[config.mk]
export PLATFORM = sky130hd
export DESIGN_NAME = pwm_capture_statistics
export DESIGN_NICKNAME = d
export VERILOG_FILES = /design/src/design/pcs_pkg.sv /design/src/design/pwm_capture_statistics.sv /design/src/design/pcs_divider.sv /design/src/design/pcs_ctrl.sv /design/src/design/pcs_datapath.sv
export SDC_FILE = /design/constraint.sdc
export NUM_CORES = 2
export LEC_CHECK = 0
export BUFFER_PORTS_ARGS = -buffer_cell sky130_fd_sc_hd__buf_2
export CAP_MARGIN = 20
export CELL_PAD_IN_SITES_DETAIL_PLACEMENT = 1
export CELL_PAD_IN_SITES_GLOBAL_PLACEMENT = 2
export CORE_MARGIN = 2
export CORE_UTILIZATION = 40
export DETAILED_ROUTE_END_ITERATION = 10
export PLACE_DENSITY_LB_ADDON = 0.1
export REMOVE_ABC_BUFFERS = 1
export SLEW_MARGIN = 20
export SYNTH_ARGS = -nofsm -noshare
export SYNTH_HDL_FRONTEND = slang
export SYNTH_SLANG_ARGS = --single-unit
[constraint.sdc]
create_clock -name aclk -period 22.5 [get_ports aclk]
set_clock_uncertainty 0.1 [all_clocks]
set_input_delay 0 -clock aclk [delete_from_list [all_inputs] [get_ports aclk]]
set_output_delay 0 -clock aclk [all_outputs]
set_load 0.05 [all_outputs]
[src/design/pcs_pkg.sv]
// Shared types and constants for the PWM capture statistics block.
package pcs_pkg;

    localparam int TICK_WIDTH = 24;
    localparam int REG_W    = 24;
    localparam int DUTY_W   = 14;
    localparam int PER_W    = 24;
    localparam int FREQ_W   = 26;
    localparam int CNT_W    = 24;
    localparam int DSUM_W   = 38;
    localparam int PSUM_W   = 48;
    localparam int FSUM_W   = 48;
    localparam int DIV_W    = 48;
    localparam int DIVR_W   = 24;
    localparam int IDX_W    = 2;
    localparam int OUT_W    = 216;

    localparam logic [REG_W-1:0]  WINDOW_RESET  = 24'd500000;
    localparam logic [REG_W-1:0]  TIMEOUT_RESET = 24'd100000;
    localparam logic [DUTY_W-1:0] DUTY_FULL     = 14'd10000;
    localparam logic [26:0]       FREQ_SCALE    = 27'd100000000;

    localparam logic [IDX_W-1:0] REG_WINDOW  = 2'd0;
    localparam logic [IDX_W-1:0] REG_TIMEOUT = 2'd1;

    localparam logic [1:0] STAT_OK      = 2'd0;
    localparam logic [1:0] STAT_TIMEOUT = 2'd1;
    localparam logic [1:0] STAT_NOSIG   = 2'd2;

    typedef enum logic [2:0] {
        PH_IDLE, PH_WAIT_LOW, PH_WAIT_HIGH, PH_MEAS_HIGH, PH_MEAS_LOW
    } phase_t;

    typedef enum logic [3:0] {
        C_READY, C_MUL, C_DGO, C_DWAIT, C_FWAIT, C_ACC,
        C_AD_WAIT, C_AP_WAIT, C_AF_WAIT, C_OUT
    } ctrl_state_t;

    typedef enum logic [2:0] {
        DS_DUTY, DS_FREQ, DS_AVG_DUTY, DS_AVG_PER, DS_AVG_FREQ
    } div_sel_t;

    typedef enum logic [1:0] {
        EM_NONE, EM_SIMPLE, EM_SUMMARY
    } emit_t;

    typedef struct packed {
        logic     step;
        logic     mul;
        logic     div_start;
        div_sel_t div_sel;
        logic     store_q;
        logic     acc;
        logic     load_out;
    } cmd_t;

    typedef struct packed {
        logic  rec;
        emit_t emit;
        logic  div_done;
        logic  out_free;
    } sts_t;

endpackage

[src/design/pwm_capture_statistics.sv]
// Top level of the PWM capture statistics block.
// Send a start transaction (s_tuser = 1), then one tick transaction per microsecond with
// the pin sample in s_tdata[0]. The block waits for low then high, opens the window at the
// rising edge and reports one summary on m_* at timeout or window end (m_tuser: 0 ok,
// 1 timeout, 2 no period). A tick that reports a timeout or no signal passes through the
// output load state. A tick that closes a period runs two divisions and one that ends the
// window with an ok summary three, in turn on the shared one-bit-per-cycle 48-bit divider,
// and no new tick is accepted until they finish. While an earlier result is still held by
// a stalled receiver, a tick that reports waits until it is taken.
module pwm_capture_statistics import pcs_pkg::*; (
    input  logic              aclk,
    input  logic              aresetn,
    input  logic              cfg_valid,
    output logic              cfg_ready,
    input  logic [IDX_W-1:0]  cfg_index,
    input  logic [REG_W-1:0]  cfg_data,
    input  logic              s_tvalid,
    output logic              s_tready,
    input  logic [7:0]        s_tdata,   // [0] pin_level, [7:1] zero
    input  logic              s_tuser,   // [0] action
    output logic              m_tvalid,
    input  logic              m_tready,
    output logic [OUT_W-1:0]  m_tdata,   // cycle_count, duty avg/min/max, period avg/min/max,
                                         // freq avg/min/max
    output logic [1:0]        m_tuser    // [1:0] status
);
    cmd_t cmd;
    sts_t sts;

    pcs_ctrl u_ctrl (
        .aclk     (aclk),
        .aresetn  (aresetn),
        .s_tvalid (s_tvalid),
        .s_tready (s_tready),
        .sts      (sts),
        .cmd      (cmd)
    );

    pcs_datapath u_dp (
        .aclk      (aclk),
        .aresetn   (aresetn),
        .cfg_valid (cfg_valid),
        .cfg_ready (cfg_ready),
        .cfg_index (cfg_index),
        .cfg_data  (cfg_data),
        .action    (s_tuser),
        .pin_level (s_tdata[0]),
        .cmd       (cmd),
        .sts       (sts),
        .m_tvalid  (m_tvalid),
        .m_tready  (m_tready),
        .m_tdata   (m_tdata),
        .m_tuser   (m_tuser)
    );
endmodule

[src/design/pcs_divider.sv]
// Iterative restoring divider, one quotient bit per cycle.
module pcs_divider import pcs_pkg::*; (
    input  logic              aclk,
    input  logic              aresetn,
    input  logic              start,
    input  logic [DIV_W-1:0]  dividend,
    input  logic [DIVR_W-1:0] divisor,
    output logic [DIV_W-1:0]  quotient,
    output logic              done
);
    localparam int CW = $clog2(DIV_W);
    localparam logic [CW-1:0] LAST = CW'(DIV_W - 1);

    logic [DIV_W-1:0]  dvd_reg, dvd_next;
    logic [DIVR_W-1:0] rem_reg, rem_next, dsr_reg;
    logic [CW-1:0]     cnt_reg, cnt_next;
    logic              busy_reg, busy_next, done_reg, done_next;
    logic [DIVR_W:0]   shifted;
    logic              qbit;

    // One trial subtraction per cycle
    always_comb begin
        shifted  = {rem_reg, dvd_reg[DIV_W-1]};
        qbit     = (shifted >= {1'b0, dsr_reg});
        rem_next = qbit ? DIVR_W'(shifted - {1'b0, dsr_reg}) : shifted[DIVR_W-1:0];
        dvd_next = {dvd_reg[DIV_W-2:0], qbit};
        cnt_next = cnt_reg + 1'b1;
        busy_next = (cnt_reg != LAST);
        done_next = (cnt_reg == LAST);
    end

    // Control state
    always_ff @(posedge aclk) begin
        if (!aresetn) begin
            busy_reg <= 1'b0;
            done_reg <= 1'b0;
            cnt_reg  <= '0;
        end else if (start) begin
            busy_reg <= 1'b1;
            done_reg <= 1'b0;
            cnt_reg  <= '0;
        end else if (busy_reg) begin
            busy_reg <= busy_next;
            done_reg <= done_next;
            cnt_reg  <= cnt_next;
        end else begin
            done_reg <= 1'b0;
        end
    end

    // Operands and partial results
    always_ff @(posedge aclk) begin
        if (start) begin
            dvd_reg <= dividend;
            dsr_reg <= divisor;
            rem_reg <= '0;
        end else if (busy_reg) begin
            dvd_reg <= dvd_next;
            rem_reg <= rem_next;
        end
    end

    assign quotient = dvd_reg;
    assign done     = done_reg;
endmodule

[src/design/pcs_ctrl.sv]
// Sequencer for the capture statistics block: handshake, divisions, output load.
module pcs_ctrl import pcs_pkg::*; (
    input  logic aclk,
    input  logic aresetn,
    input  logic s_tvalid,
    output logic s_tready,
    input  sts_t sts,
    output cmd_t cmd
);
    ctrl_state_t state_reg, state_next;

    // Hold state
    always_ff @(posedge aclk) begin
        if (!aresetn) state_reg <= C_READY;
        else          state_reg <= state_next;
    end

    // Next state and commands
    always_comb begin
        state_next = state_reg;
        cmd        = '0;
        cmd.div_sel = DS_DUTY;
        s_tready   = 1'b0;
        case (state_reg)
            C_READY: begin
                s_tready = 1'b1;
                if (s_tvalid) begin
                    cmd.step = 1'b1;
                    if (sts.rec) begin
                        state_next = C_MUL;
                    end else if (sts.emit == EM_SUMMARY) begin
                        cmd.div_start = 1'b1;
                        cmd.div_sel   = DS_AVG_DUTY;
                        state_next    = C_AD_WAIT;
                    end else if (sts.emit == EM_SIMPLE) begin
                        state_next = C_OUT;
                    end
                end
            end
            C_MUL: begin
                cmd.mul    = 1'b1;
                state_next = C_DGO;
            end
            C_DGO: begin
                cmd.div_start = 1'b1;
                cmd.div_sel   = DS_DUTY;
                state_next    = C_DWAIT;
            end
            C_DWAIT: begin
                cmd.div_sel = DS_DUTY;
                if (sts.div_done) begin
                    cmd.store_q   = 1'b1;
                    cmd.div_start = 1'b1;
                    state_next    = C_FWAIT;
                end
            end
            C_FWAIT: begin
                cmd.div_sel = DS_FREQ;
                if (sts.div_done) begin
                    cmd.store_q = 1'b1;
                    state_next  = C_ACC;
                end
            end
            C_ACC: begin
                cmd.acc    = 1'b1;
                state_next = C_READY;
            end
            C_AD_WAIT: begin
                cmd.div_sel = DS_AVG_DUTY;
                if (sts.div_done) begin
                    cmd.store_q   = 1'b1;
                    cmd.div_start = 1'b1;
                    state_next    = C_AP_WAIT;
                end
            end
            C_AP_WAIT: begin
                cmd.div_sel = DS_AVG_PER;
                if (sts.div_done) begin
                    cmd.store_q   = 1'b1;
                    cmd.div_start = 1'b1;
                    state_next    = C_AF_WAIT;
                end
            end
            C_AF_WAIT: begin
                cmd.div_sel = DS_AVG_FREQ;
                if (sts.div_done) begin
                    cmd.store_q = 1'b1;
                    state_next  = C_OUT;
                end
            end
            C_OUT: begin
                if (sts.out_free) begin
                    cmd.load_out = 1'b1;
                    state_next   = C_READY;
                end
            end
            default: state_next = C_READY;
        endcase
        // The divider start in a wait state uses the operand of the next division
        if (cmd.div_start && state_reg == C_DWAIT)   cmd.div_sel = DS_FREQ;
        if (cmd.div_start && state_reg == C_AD_WAIT) cmd.div_sel = DS_AVG_PER;
        if (cmd.div_start && state_reg == C_AP_WAIT) cmd.div_sel = DS_AVG_FREQ;
    end
endmodule

[src/design/pcs_datapath.sv]
// Measurement state, statistics, divider operands and output register.
module pcs_datapath import pcs_pkg::*; (
    input  logic              aclk,
    input  logic              aresetn,
    input  logic              cfg_valid,
    output logic              cfg_ready,
    input  logic [IDX_W-1:0]  cfg_index,
    input  logic [REG_W-1:0]  cfg_data,
    input  logic              action,
    input  logic              pin_level,
    input  cmd_t              cmd,
    output sts_t              sts,
    output logic              m_tvalid,
    input  logic              m_tready,
    output logic [OUT_W-1:0]  m_tdata,
    output logic [1:0]        m_tuser
);
    localparam int LW = (TICK_WIDTH > REG_W) ? TICK_WIDTH : REG_W;
    localparam logic [TICK_WIDTH-1:0] TMAX = '1;

    logic [REG_W-1:0] window_reg, timeout_reg;
    phase_t ph_reg, ph_next;
    logic [TICK_WIDTH-1:0] we_reg, we_next, lw_reg, lw_next;
    logic [TICK_WIDTH-1:0] rise_reg, rise_next, fall_reg, fall_next;
    logic [TICK_WIDTH-1:0] we_inc, lw_inc, per_t, high_t, lim_w, lim_t;
    logic [LW-1:0] tmax_ext, win_ext, tmo_ext;
    logic timeout, win_end, clear, rec;
    emit_t emit;
    logic [1:0] emit_status;

    logic [PER_W-1:0]  per_cap_reg, high_cap_reg;
    logic [DSUM_W-1:0] prod_reg, dsum_reg;
    logic [PSUM_W-1:0] psum_reg;
    logic [FSUM_W-1:0] fsum_reg;
    logic [CNT_W-1:0]  count_reg;
    logic [DUTY_W-1:0] duty_reg, dmin_reg, dmax_reg, davg_reg;
    logic [FREQ_W-1:0] freq_reg, fmin_reg, fmax_reg, favg_reg;
    logic [PER_W-1:0]  pmin_reg, pmax_reg, pavg_reg;
    logic [1:0]        res_status_reg;
    logic              res_sum_reg;
    logic              out_valid_reg;
    logic [OUT_W-1:0]  out_data_reg;
    logic [1:0]        out_user_reg;
    div_sel_t          sel_reg;

    logic [DIV_W-1:0]  div_dvd, div_q;
    logic [DIVR_W-1:0] div_dsr;
    logic              div_done;

    // Configuration registers
    assign cfg_ready = 1'b1;
    always_ff @(posedge aclk) begin
        if (!aresetn) begin
            window_reg  <= WINDOW_RESET;
            timeout_reg <= TIMEOUT_RESET;
        end else if (cfg_valid) begin
            if (cfg_index == REG_WINDOW)  window_reg  <= cfg_data;
            if (cfg_index == REG_TIMEOUT) timeout_reg <= cfg_data;
        end
    end

    // Limits clamp to the counter range
    always_comb begin
        tmax_ext = LW'(TMAX);
        win_ext  = (LW'(window_reg)  < tmax_ext) ? LW'(window_reg)  : tmax_ext;
        tmo_ext  = (LW'(timeout_reg) < tmax_ext) ? LW'(timeout_reg) : tmax_ext;
        lim_w    = win_ext[TICK_WIDTH-1:0];
        lim_t    = tmo_ext[TICK_WIDTH-1:0];
        we_inc   = (we_reg == TMAX) ? we_reg : we_reg + 1'b1;
        lw_inc   = (lw_reg == TMAX) ? lw_reg : lw_reg + 1'b1;
        timeout  = (lw_inc >= lim_t);
        win_end  = (we_inc >= lim_w);
        per_t    = we_inc - rise_reg;
        high_t   = fall_reg - rise_reg;
    end

    // Evaluate one tick or start transaction
    always_comb begin
        ph_next = ph_reg;  we_next = we_reg;  lw_next = lw_reg;
        rise_next = rise_reg;  fall_next = fall_reg;
        clear = 1'b0;  rec = 1'b0;  emit = EM_NONE;  emit_status = STAT_OK;
        if (action) begin
            clear = 1'b1;  ph_next = PH_WAIT_LOW;
            we_next = '0;  lw_next = '0;  rise_next = '0;  fall_next = '0;
        end else begin
            case (ph_reg)
                PH_WAIT_LOW: begin
                    if (!pin_level) begin
                        ph_next = PH_WAIT_HIGH;  lw_next = '0;
                    end else begin
                        lw_next = lw_inc;
                        if (timeout) begin
                            emit = EM_SIMPLE;  emit_status = STAT_TIMEOUT;  ph_next = PH_IDLE;
                        end
                    end
                end
                PH_WAIT_HIGH: begin
                    if (pin_level) begin
                        ph_next = PH_MEAS_HIGH;  we_next = '0;  rise_next = '0;  lw_next = '0;
                    end else begin
                        lw_next = lw_inc;
                        if (timeout) begin
                            emit = EM_SIMPLE;  emit_status = STAT_TIMEOUT;  ph_next = PH_IDLE;
                        end
                    end
                end
                PH_MEAS_HIGH, PH_MEAS_LOW: begin
                    we_next = we_inc;
                    if (win_end) begin
                        ph_next = PH_IDLE;
                        if (count_reg == '0) begin
                            emit = EM_SIMPLE;  emit_status = STAT_NOSIG;
                        end else begin
                            emit = EM_SUMMARY;
                        end
                    end else if ((ph_reg == PH_MEAS_HIGH) ? !pin_level : pin_level) begin
                        if (ph_reg == PH_MEAS_HIGH) begin
                            fall_next = we_inc;  ph_next = PH_MEAS_LOW;
                        end else begin
                            rec = (per_t != '0) && (high_t <= per_t);
                            rise_next = we_inc;  ph_next = PH_MEAS_HIGH;
                        end
                        lw_next = '0;
                    end else begin
                        lw_next = lw_inc;
                        if (timeout) begin
                            emit = EM_SIMPLE;  emit_status = STAT_TIMEOUT;  ph_next = PH_IDLE;
                        end
                    end
                end
                default: ph_next = PH_IDLE;
            endcase
        end
    end

    // Measurement phase
    always_ff @(posedge aclk) begin
        if (!aresetn) ph_reg <= PH_IDLE;
        else if (cmd.step) ph_reg <= ph_next;
    end

    // Tick counters and edge times
    always_ff @(posedge aclk) begin
        if (!aresetn) begin
            we_reg <= '0;  lw_reg <= '0;  rise_reg <= '0;  fall_reg <= '0;
        end else if (cmd.step) begin
            we_reg <= we_next;  lw_reg <= lw_next;
            rise_reg <= rise_next;  fall_reg <= fall_next;
        end
    end

    // Capture the period, form the duty product, latch quotients
    always_ff @(posedge aclk) begin
        if (cmd.step && rec) begin
            per_cap_reg  <= PER_W'(per_t);
            high_cap_reg <= PER_W'(high_t);
        end
        if (cmd.mul) prod_reg <= DSUM_W'(high_cap_reg) * DSUM_W'(DUTY_FULL);
        if (cmd.step) begin
            res_status_reg <= emit_status;
            res_sum_reg    <= (emit == EM_SUMMARY);
        end
        // Remember which division is running so its quotient lands in the right place
        if (cmd.div_start) sel_reg <= cmd.div_sel;
        if (cmd.store_q) begin
            case (sel_reg)
                DS_DUTY:     duty_reg <= DUTY_W'(div_q);
                DS_FREQ:     freq_reg <= FREQ_W'(div_q);
                DS_AVG_DUTY: davg_reg <= DUTY_W'(div_q);
                DS_AVG_PER:  pavg_reg <= PER_W'(div_q);
                DS_AVG_FREQ: favg_reg <= FREQ_W'(div_q);
                default: ;
            endcase
        end
    end

    // Statistics: clear on start, accumulate after each recorded period
    always_ff @(posedge aclk) begin
        if (!aresetn || (cmd.step && clear)) begin
            count_reg <= '0;  dsum_reg <= '0;  psum_reg <= '0;  fsum_reg <= '0;
            dmin_reg <= '1;  dmax_reg <= '0;  pmin_reg <= '1;  pmax_reg <= '0;
            fmin_reg <= '1;  fmax_reg <= '0;
        end else if (cmd.acc) begin
            dsum_reg <= dsum_reg + DSUM_W'(duty_reg);
            psum_reg <= psum_reg + PSUM_W'(per_cap_reg);
            fsum_reg <= fsum_reg + FSUM_W'(freq_reg);
            if (duty_reg < dmin_reg)    dmin_reg <= duty_reg;
            if (duty_reg > dmax_reg)    dmax_reg <= duty_reg;
            if (per_cap_reg < pmin_reg) pmin_reg <= per_cap_reg;
            if (per_cap_reg > pmax_reg) pmax_reg <= per_cap_reg;
            if (freq_reg < fmin_reg)    fmin_reg <= freq_reg;
            if (freq_reg > fmax_reg)    fmax_reg <= freq_reg;
            if (count_reg != '1) count_reg <= count_reg + 1'b1;
        end
    end

    // Divider operands
    always_comb begin
        div_dvd = DIV_W'(prod_reg);
        div_dsr = per_cap_reg;
        case (cmd.div_sel)
            DS_DUTY:     begin div_dvd = DIV_W'(prod_reg);   div_dsr = per_cap_reg; end
            DS_FREQ:     begin div_dvd = DIV_W'(FREQ_SCALE); div_dsr = per_cap_reg; end
            DS_AVG_DUTY: begin div_dvd = DIV_W'(dsum_reg);   div_dsr = count_reg;   end
            DS_AVG_PER:  begin div_dvd = psum_reg;           div_dsr = count_reg;   end
            DS_AVG_FREQ: begin div_dvd = fsum_reg;           div_dsr = count_reg;   end
            default: ;
        endcase
    end

    pcs_divider u_div (
        .aclk     (aclk),
        .aresetn  (aresetn),
        .start    (cmd.div_start),
        .dividend (div_dvd),
        .divisor  (div_dsr),
        .quotient (div_q),
        .done     (div_done)
    );

    // Output register: drop on transaction, load on command
    always_ff @(posedge aclk) begin
        if (!aresetn) out_valid_reg <= 1'b0;
        else if (cmd.load_out) out_valid_reg <= 1'b1;
        else if (m_tready) out_valid_reg <= 1'b0;
    end

    always_ff @(posedge aclk) begin
        if (cmd.load_out) begin
            out_user_reg <= res_status_reg;
            out_data_reg <= res_sum_reg ?
                {fmax_reg, fmin_reg, favg_reg, pmax_reg, pmin_reg, pavg_reg,
                 dmax_reg, dmin_reg, davg_reg, count_reg} : '0;
        end
    end

    assign sts.rec      = rec;
    assign sts.emit     = emit;
    assign sts.div_done = div_done;
    assign sts.out_free = !out_valid_reg || m_tready;
    assign m_tvalid     = out_valid_reg;
    assign m_tdata      = out_data_reg;
    assign m_tuser      = out_user_reg;
endmodule

---- After elaboration in Yosys (flattened, before gate mapping) ----
Index checks and enable logic that the tools add are counted.
W data, S select, Z words.
cells by class
  mux-type cells .......................... 86
  reductions and logical operators ........ 48
  $add $sub $neg .......................... 10
  magnitude comparators ................... 12
  equal/unequal tests ..................... 42
  multiply operators ...................... 1
  bitwise logic cells ..................... 2
operators by type and width
  cell                      count
  $mux W24                  22
  $pmux W48 S4              1
  $mux W48                  2
  $pmux W24 S2              2
  $add A24 B1 Y24 const B   3
  $pmux W24 S3              1
  $sub A24 B24 Y24          3
  $mux W4                   13
  $add A48 B24 Y48          1
  $add A48 B26 Y48          1
  $eq A24 B24 Y1 const B    2
  $ge A24 B24 Y1            2
  $lt A24 B24 Y1 const B    2
  $add A38 B14 Y38          1
  $pmux W4 S9               1
  $mul A24 B10 Y34 const B  1
  $mux W3                   10
  $reduce_and A2 Y1         14
  $gt A26 B26 Y1            1
  $lt A26 B26 Y1            1
  $ge A25 B24 Y1            1
  $gt A24 B24 Y1            1
  $le A24 B24 Y1            1
  $logic_not A24 Y1         1
  other kinds (45)          113
storage, ports and cells
  logic and storage cells ................. 239
  output and inout bits ................... 221
  input bits .............................. 40
  register bits after elaboration ......... 952

---- Logic depth before layout (Yosys ltp) ----
  word-level depth ........................ 20
  gate-level depth with buffers ........... 30
  mapped depth without buffers ............ 28

---- By module ----
Synthesis repeated with hierarchy kept, for this count alone.
unflattened totals
  cells, all modules ...................... 5352
  area, all modules ....................... 52934.5 um^2
modules (own cells, without submodules)
  module        cells an instance  area each (um^2)  instances  sequential area each (um^2)
  pcs_datapath  4782               46933.8           1          21000.1
  pcs_divider   502                5527.8            1          2802.7
  pcs_ctrl      68                 473.0             1          80.1

---- Worst setup path before layout ----
OpenSTA, ideal clock, no wires.
  kind .................................... register to register
  start point ............................. reg u_ctrl.state_reg[1]
  end point ............................... reg u_dp.out_data_reg[0] (netlist: u_dp.m_tdata[0]), enable pin
  data arrival time ....................... 15493 ps
  buffers on the path ..................... 1
  cell stages (with the launch flop) ...... 4
  period minus slack after synthesis ...... 16658 ps
  path slack .............................. 5842 ps
  required time ........................... 21334 ps
  setup time .............................. 1066 ps
  cells stage by stage .................... dfxtp_1 > or2_2 > clkbuf_1 > nor3_1
RTL lines
  what                    line                 source
  from (decl)             pcs_ctrl.sv:10       ctrl_state_t state_reg, state_next;
  from (signal assigned)  pcs_ctrl.sv:15       else state_reg <= state_next;
  to (signal assigned)    pcs_datapath.sv:231  out_data_reg <= res_sum_reg ?
  to (decl)               pcs_datapath.sv:42   logic [OUT_W-1:0] out_data_reg;

---- Worst setup path in the final report ----
  start point ............................. reg u_dp.we_reg[3]
  end point ............................... reg u_dp.high_cap_reg[21], enable pin
on the way
  longest elaborated chain between the ends .. 11
  elaborated cells on any way between the ends .. 14
  those cells by class .................... 2 x add/sub; 2 x order compare; 1 x eq/ne; 6 x mux; 3 x reduce/logical
ends and longest elaborated chain
  what                                                   line                 source
  from (decl)                                            pcs_datapath.sv:23   logic [TICK_WIDTH-1:0] we_reg, we_next, lw_reg, lw_next;
  from (signal assigned)                                 pcs_datapath.sv:147  we_reg <= we_next; lw_reg <= lw_next;
  $add A24 B1 Y24 or $eq A24 B24 Y1 (tied branches)      pcs_datapath.sv:69   we_inc = (we_reg == TMAX) ? we_reg : we_reg + 1'b1;
  $mux W24 (*)                                           pcs_datapath.sv:69
  $sub A24 B24 Y24                                       pcs_datapath.sv:73   per_t = we_inc - rise_reg;
  $le A24 B24 Y1 or $reduce_bool A24 Y1 (tied branches)  pcs_datapath.sv:120  rec = (per_t != '0) && (high_t <= per_t);
  $logic_and A1 B1 Y1                                    pcs_datapath.sv:120
  $mux W1                                                pcs_datapath.sv:117  if (ph_reg == PH_MEAS_HIGH) begin
  $mux W1                                                pcs_datapath.sv:116  end else if ((ph_reg == PH_MEAS_HIGH) ? !pin_level : pin_level) begin
  $mux W1 (*)                                            pcs_datapath.sv:109  if (win_end) begin
  $mux W1 (*)                                            pcs_datapath.sv:86   case (ph_reg)
  $mux W1 (*)                                            pcs_datapath.sv:82   if (action) begin
  $logic_and A1 B1 Y1 (*)                                pcs_datapath.sv:154  if (cmd.step && rec) begin
  to (signal assigned)                                   pcs_datapath.sv:156  high_cap_reg <= PER_W'(high_t);
  to (decl)                                              pcs_datapath.sv:31   logic [PER_W-1:0] per_cap_reg, high_cap_reg;
Every way passes the cells marked *; elsewhere a longest branch is shown, timed or not.
A chain may end at the register's enable or synchronous reset.

==> results by group <==
Yosys
  • EDFF count, synth: approximately 480
  • Sequential cell area fraction in the yosys report: 0.457
  • Mapped Area: roughly 52000 um^2
  • Ys flop type: edfxtp_1
  • Area leader, netlist: edfxtp_1
  • Top cells by area, synth: edfxtp_1 (28%), dfxtp_1 (18%), ha_1 (10%)
  • Syn_area_per_cell: about 9.6 um^2
  • Async S/R FF share, synth: 0
  • Count of state elements after synthesis: 952
  • Synth top area share: 0.277
  • Synthesized instance count: 5421
  • Ys Warns: 0
  • Netlist cell types: 90

Timing
  • Final min period: approximately 8.1 ns
  • Final hold violations: 0
  • Tcrit/Tclk final: 0.362
  • Slew Limit Headroom: 0.282
  • Setup violations, final: 0
  • Max Fclk: between 100 and 150 MHz
  • Sum Neg Setup Slack: 0 ns
  • Worst-margin pin slew: 1.08 ns
  • Setup ws final: 14.35 ns
  • Fin. max-slew vios: 0
  • RSZ-0062 raised after global routing: false

CTS
  • H-tree levels: 3
  • Post-CTS setup buffer count: 0
  • Clk Latency, worst-skew pair: about 0.73 ns
  • Cts repair resizes: 0
  • CTS tree: yes
  • Reg clk slew, reported paths: 0.06 ns
  • CTS Buf Count: 110
  • Clock root cell: clkbuf_16
  • Max Root-Sink Buffers: 3
  • CTS Sinks: roughly 950

Floorplan
  • Cell row count: about 130
  • Num ports: 261
  • Core Region: between 100000 and 150000 um^2
  • Vert. Die Dim: around 370 um
  • Initial core utilization: 0.403
  • Die width: between 300 and 400 um
  • DIE AREA: approximately 130000 um^2

GRT
  • Initial antenna violation count: 3
  • Grt ovf: 0
  • Global-route wire length before repair: roughly 230 mm
  • Largest net degree at the start of global routing: around 120
  • Global Route Usage Sum: 0.224
  • Vias in the first global route: a little over 40k

Cells and area
  • Most frequent cells in the layout: nand2_1 (563), inv_1 (485), edfxtp_1 (482)
  • Layout Cells excl Fill: between 7k and 8k
  • Share of layout cells above drive strength 1: 0.0970
  • Post-layout net count: roughly 6.2k
  • Max reg flops: around 220
  • Syn-to-layout area delta: 14.9%
  • Commonest non-fill, non-tap cell in the layout: nand2_1
  • Final core utilization: 0.463
  • Final Cell Area: between 60000 and 70000 um^2

Route
  • Antenna Nets Post-Route: 0
  • Iteration-0 DRC count of the detailed router: between 1.5k and 2k
  • Vias: ~40k
  • DR WL/cell: 20.1 um
  • DR DRC count: 0
  • DRT Wirelength: between 150 and 200 mm
  • DRT Pass-1 Iters: 5
  • Via density: 5.32

Worst setup path
  • Worst reg2reg path startpoint: u_dp.we_reg[3]
  • CP endpoint kind: register
  • Worst Setup SP: u_dp.we_reg[3]
  • WS Path Type: register to register
  • Worst EP arrival: ~8.4 ns
  • Startpoint Class: register
  • Reg2Reg Depth: 22
  • WP data required: approximately 23 ns
  • Worst-path maximum fanout: 48

Placed design
  • Dpl cell area: 55500 um^2
  • DP HPWL: between 100 and 150 mm
  • Pre-CTS setup slack: between 10 and 15 ns
  • Cell count after placement: between 7k and 8k
  • IO Port Bufs: ~250
  • RD Place Congestion: approximately 0.83

Power and ir drop
  • P_leak: about 25 nW
  • Maximum vdd drop: approximately 0.072 mV
  • PD cells: about 68 nW/um^2

Worst hold path
  • Worst hold start: m_tready
  • Hold Path Depth: 4
  • HP Class: primary input to register

Outcome
  • Status: finished, final reports clean

Flow run
  • Total of max-cap violations: 0
routing by layer:
| layer | global-route usage | part of all wire | wire length (um) |
|---|---|---|---|
| met2 | 0.380 | 0.48 | 72100 |
| met1 | 0.304 | 0.47 | 71300 |
| met5 | 0 | 0.000086 | 13 |
| met3 | 0.0286 | 0.031 | 4610 |
| met4 | 0.0502 | 0.020 | 2990 |
timing repair:
item,in CTS,in global routing
hold endpoints to repair,94,0
setup endpoints to repair,0,0
hold buffers,67,0
path summary, 6_finish.rpt:
| check | slack (ns) | to |
|---|---|---|
| worst min register to register | 0.35 | u_dp.rise_reg[10] |
| worst max-delay path | 14.35 | u_dp.high_cap_reg[21] |
| worst max register to register | 14.35 | u_dp.high_cap_reg[21] |
| worst min-delay path | 0.14 | u_dp.m_tvalid |
synthesized netlist by cell type (68+ instances only):
cell and n:
nor3_1 99, xor2_1 105, a21oi_1 418, nand4_1 68, xnor2_1 140, nand3_1 92
ha_1 430, inv_1 485, and2_1 254, nand2_1 564, o21ai_0 158, mux2i_1 101
nor2_1 415, clkbuf_1 199, o211ai_1 71, a21o_1 121, dfxtp_1 470, edfxtp_1 482
stage by stage:
step	hold slack [ns]	total power, mW
detailed placement	0.167	2.25
global route	0.119	4.26
floorplan	-0.0111	2.15
finish	0.144	4.10
global placement	0.169	2.24
CTS	0.0973	4.16
area by class of cell:
type | count | area (um^2)
Tap cell | 1742 | 2180
Sequential cell | 952 | 23900
Inverter | 488 | 1830
Multi-Input combinational cell | 3749 | 25800
Clock buffer | 149 | 3100
Timing Repair Buffer | 384 | 2470
Antenna cell | 3 | 7.51
Fill cell | 14500 | 69600
Clock inverter | 60 | 738
cell families (layout without fill, tap and decap cells):
logic type | Yosys count | after routing | synth area share
AOI/OAI and AO/OA | 1113 | 1113 | 0.135
xor gates and xnor gates | 247 | 247 | 0.0418
other | 1 | 4 | 0.0000718
muxes | 102 | 102 | 0.0196
buffers and inverters | 720 | 1081 | 0.0522
DFF | 952 | 952 | 0.457
and+or+nand+nor | 1791 | 1791 | 0.166
adders and majority gates | 495 | 495 | 0.128
worst max-delay path, stage by stage, from the launching register on:
cell and delay [ns]:
dfxtp_1 0.45, nand4_1 0.22, nor4_1 0.44, nand4_1 0.40, xnor2_1 0.61, ha_1 0.27
inv_1 0.05, fa_1 0.44, a211oi_1 0.43, o211ai_1 0.27, a41oi_4 0.42, o21ai_0 0.28
a211oi_1 0.27, o22a_1 0.32, ha_1 0.18, and4_1 0.22, nand3_1 0.17, nor3_1 0.29
inv_1 0.13, nor4_1 0.40, o21ai_0 0.26, a211oi_1 0.39, and2_4 0.62
where the power goes:
part / total, mW / internal (mW) / switching (mW) / leakage (nW)
registers: 1.87 / 1.84 / 0.0243 / 8.06
logic: 0.354 / 0.136 / 0.218 / 14.8
clock network: 1.88 / 1.12 / 0.762 / 1.88
Power figures use the tool's default switching activity.
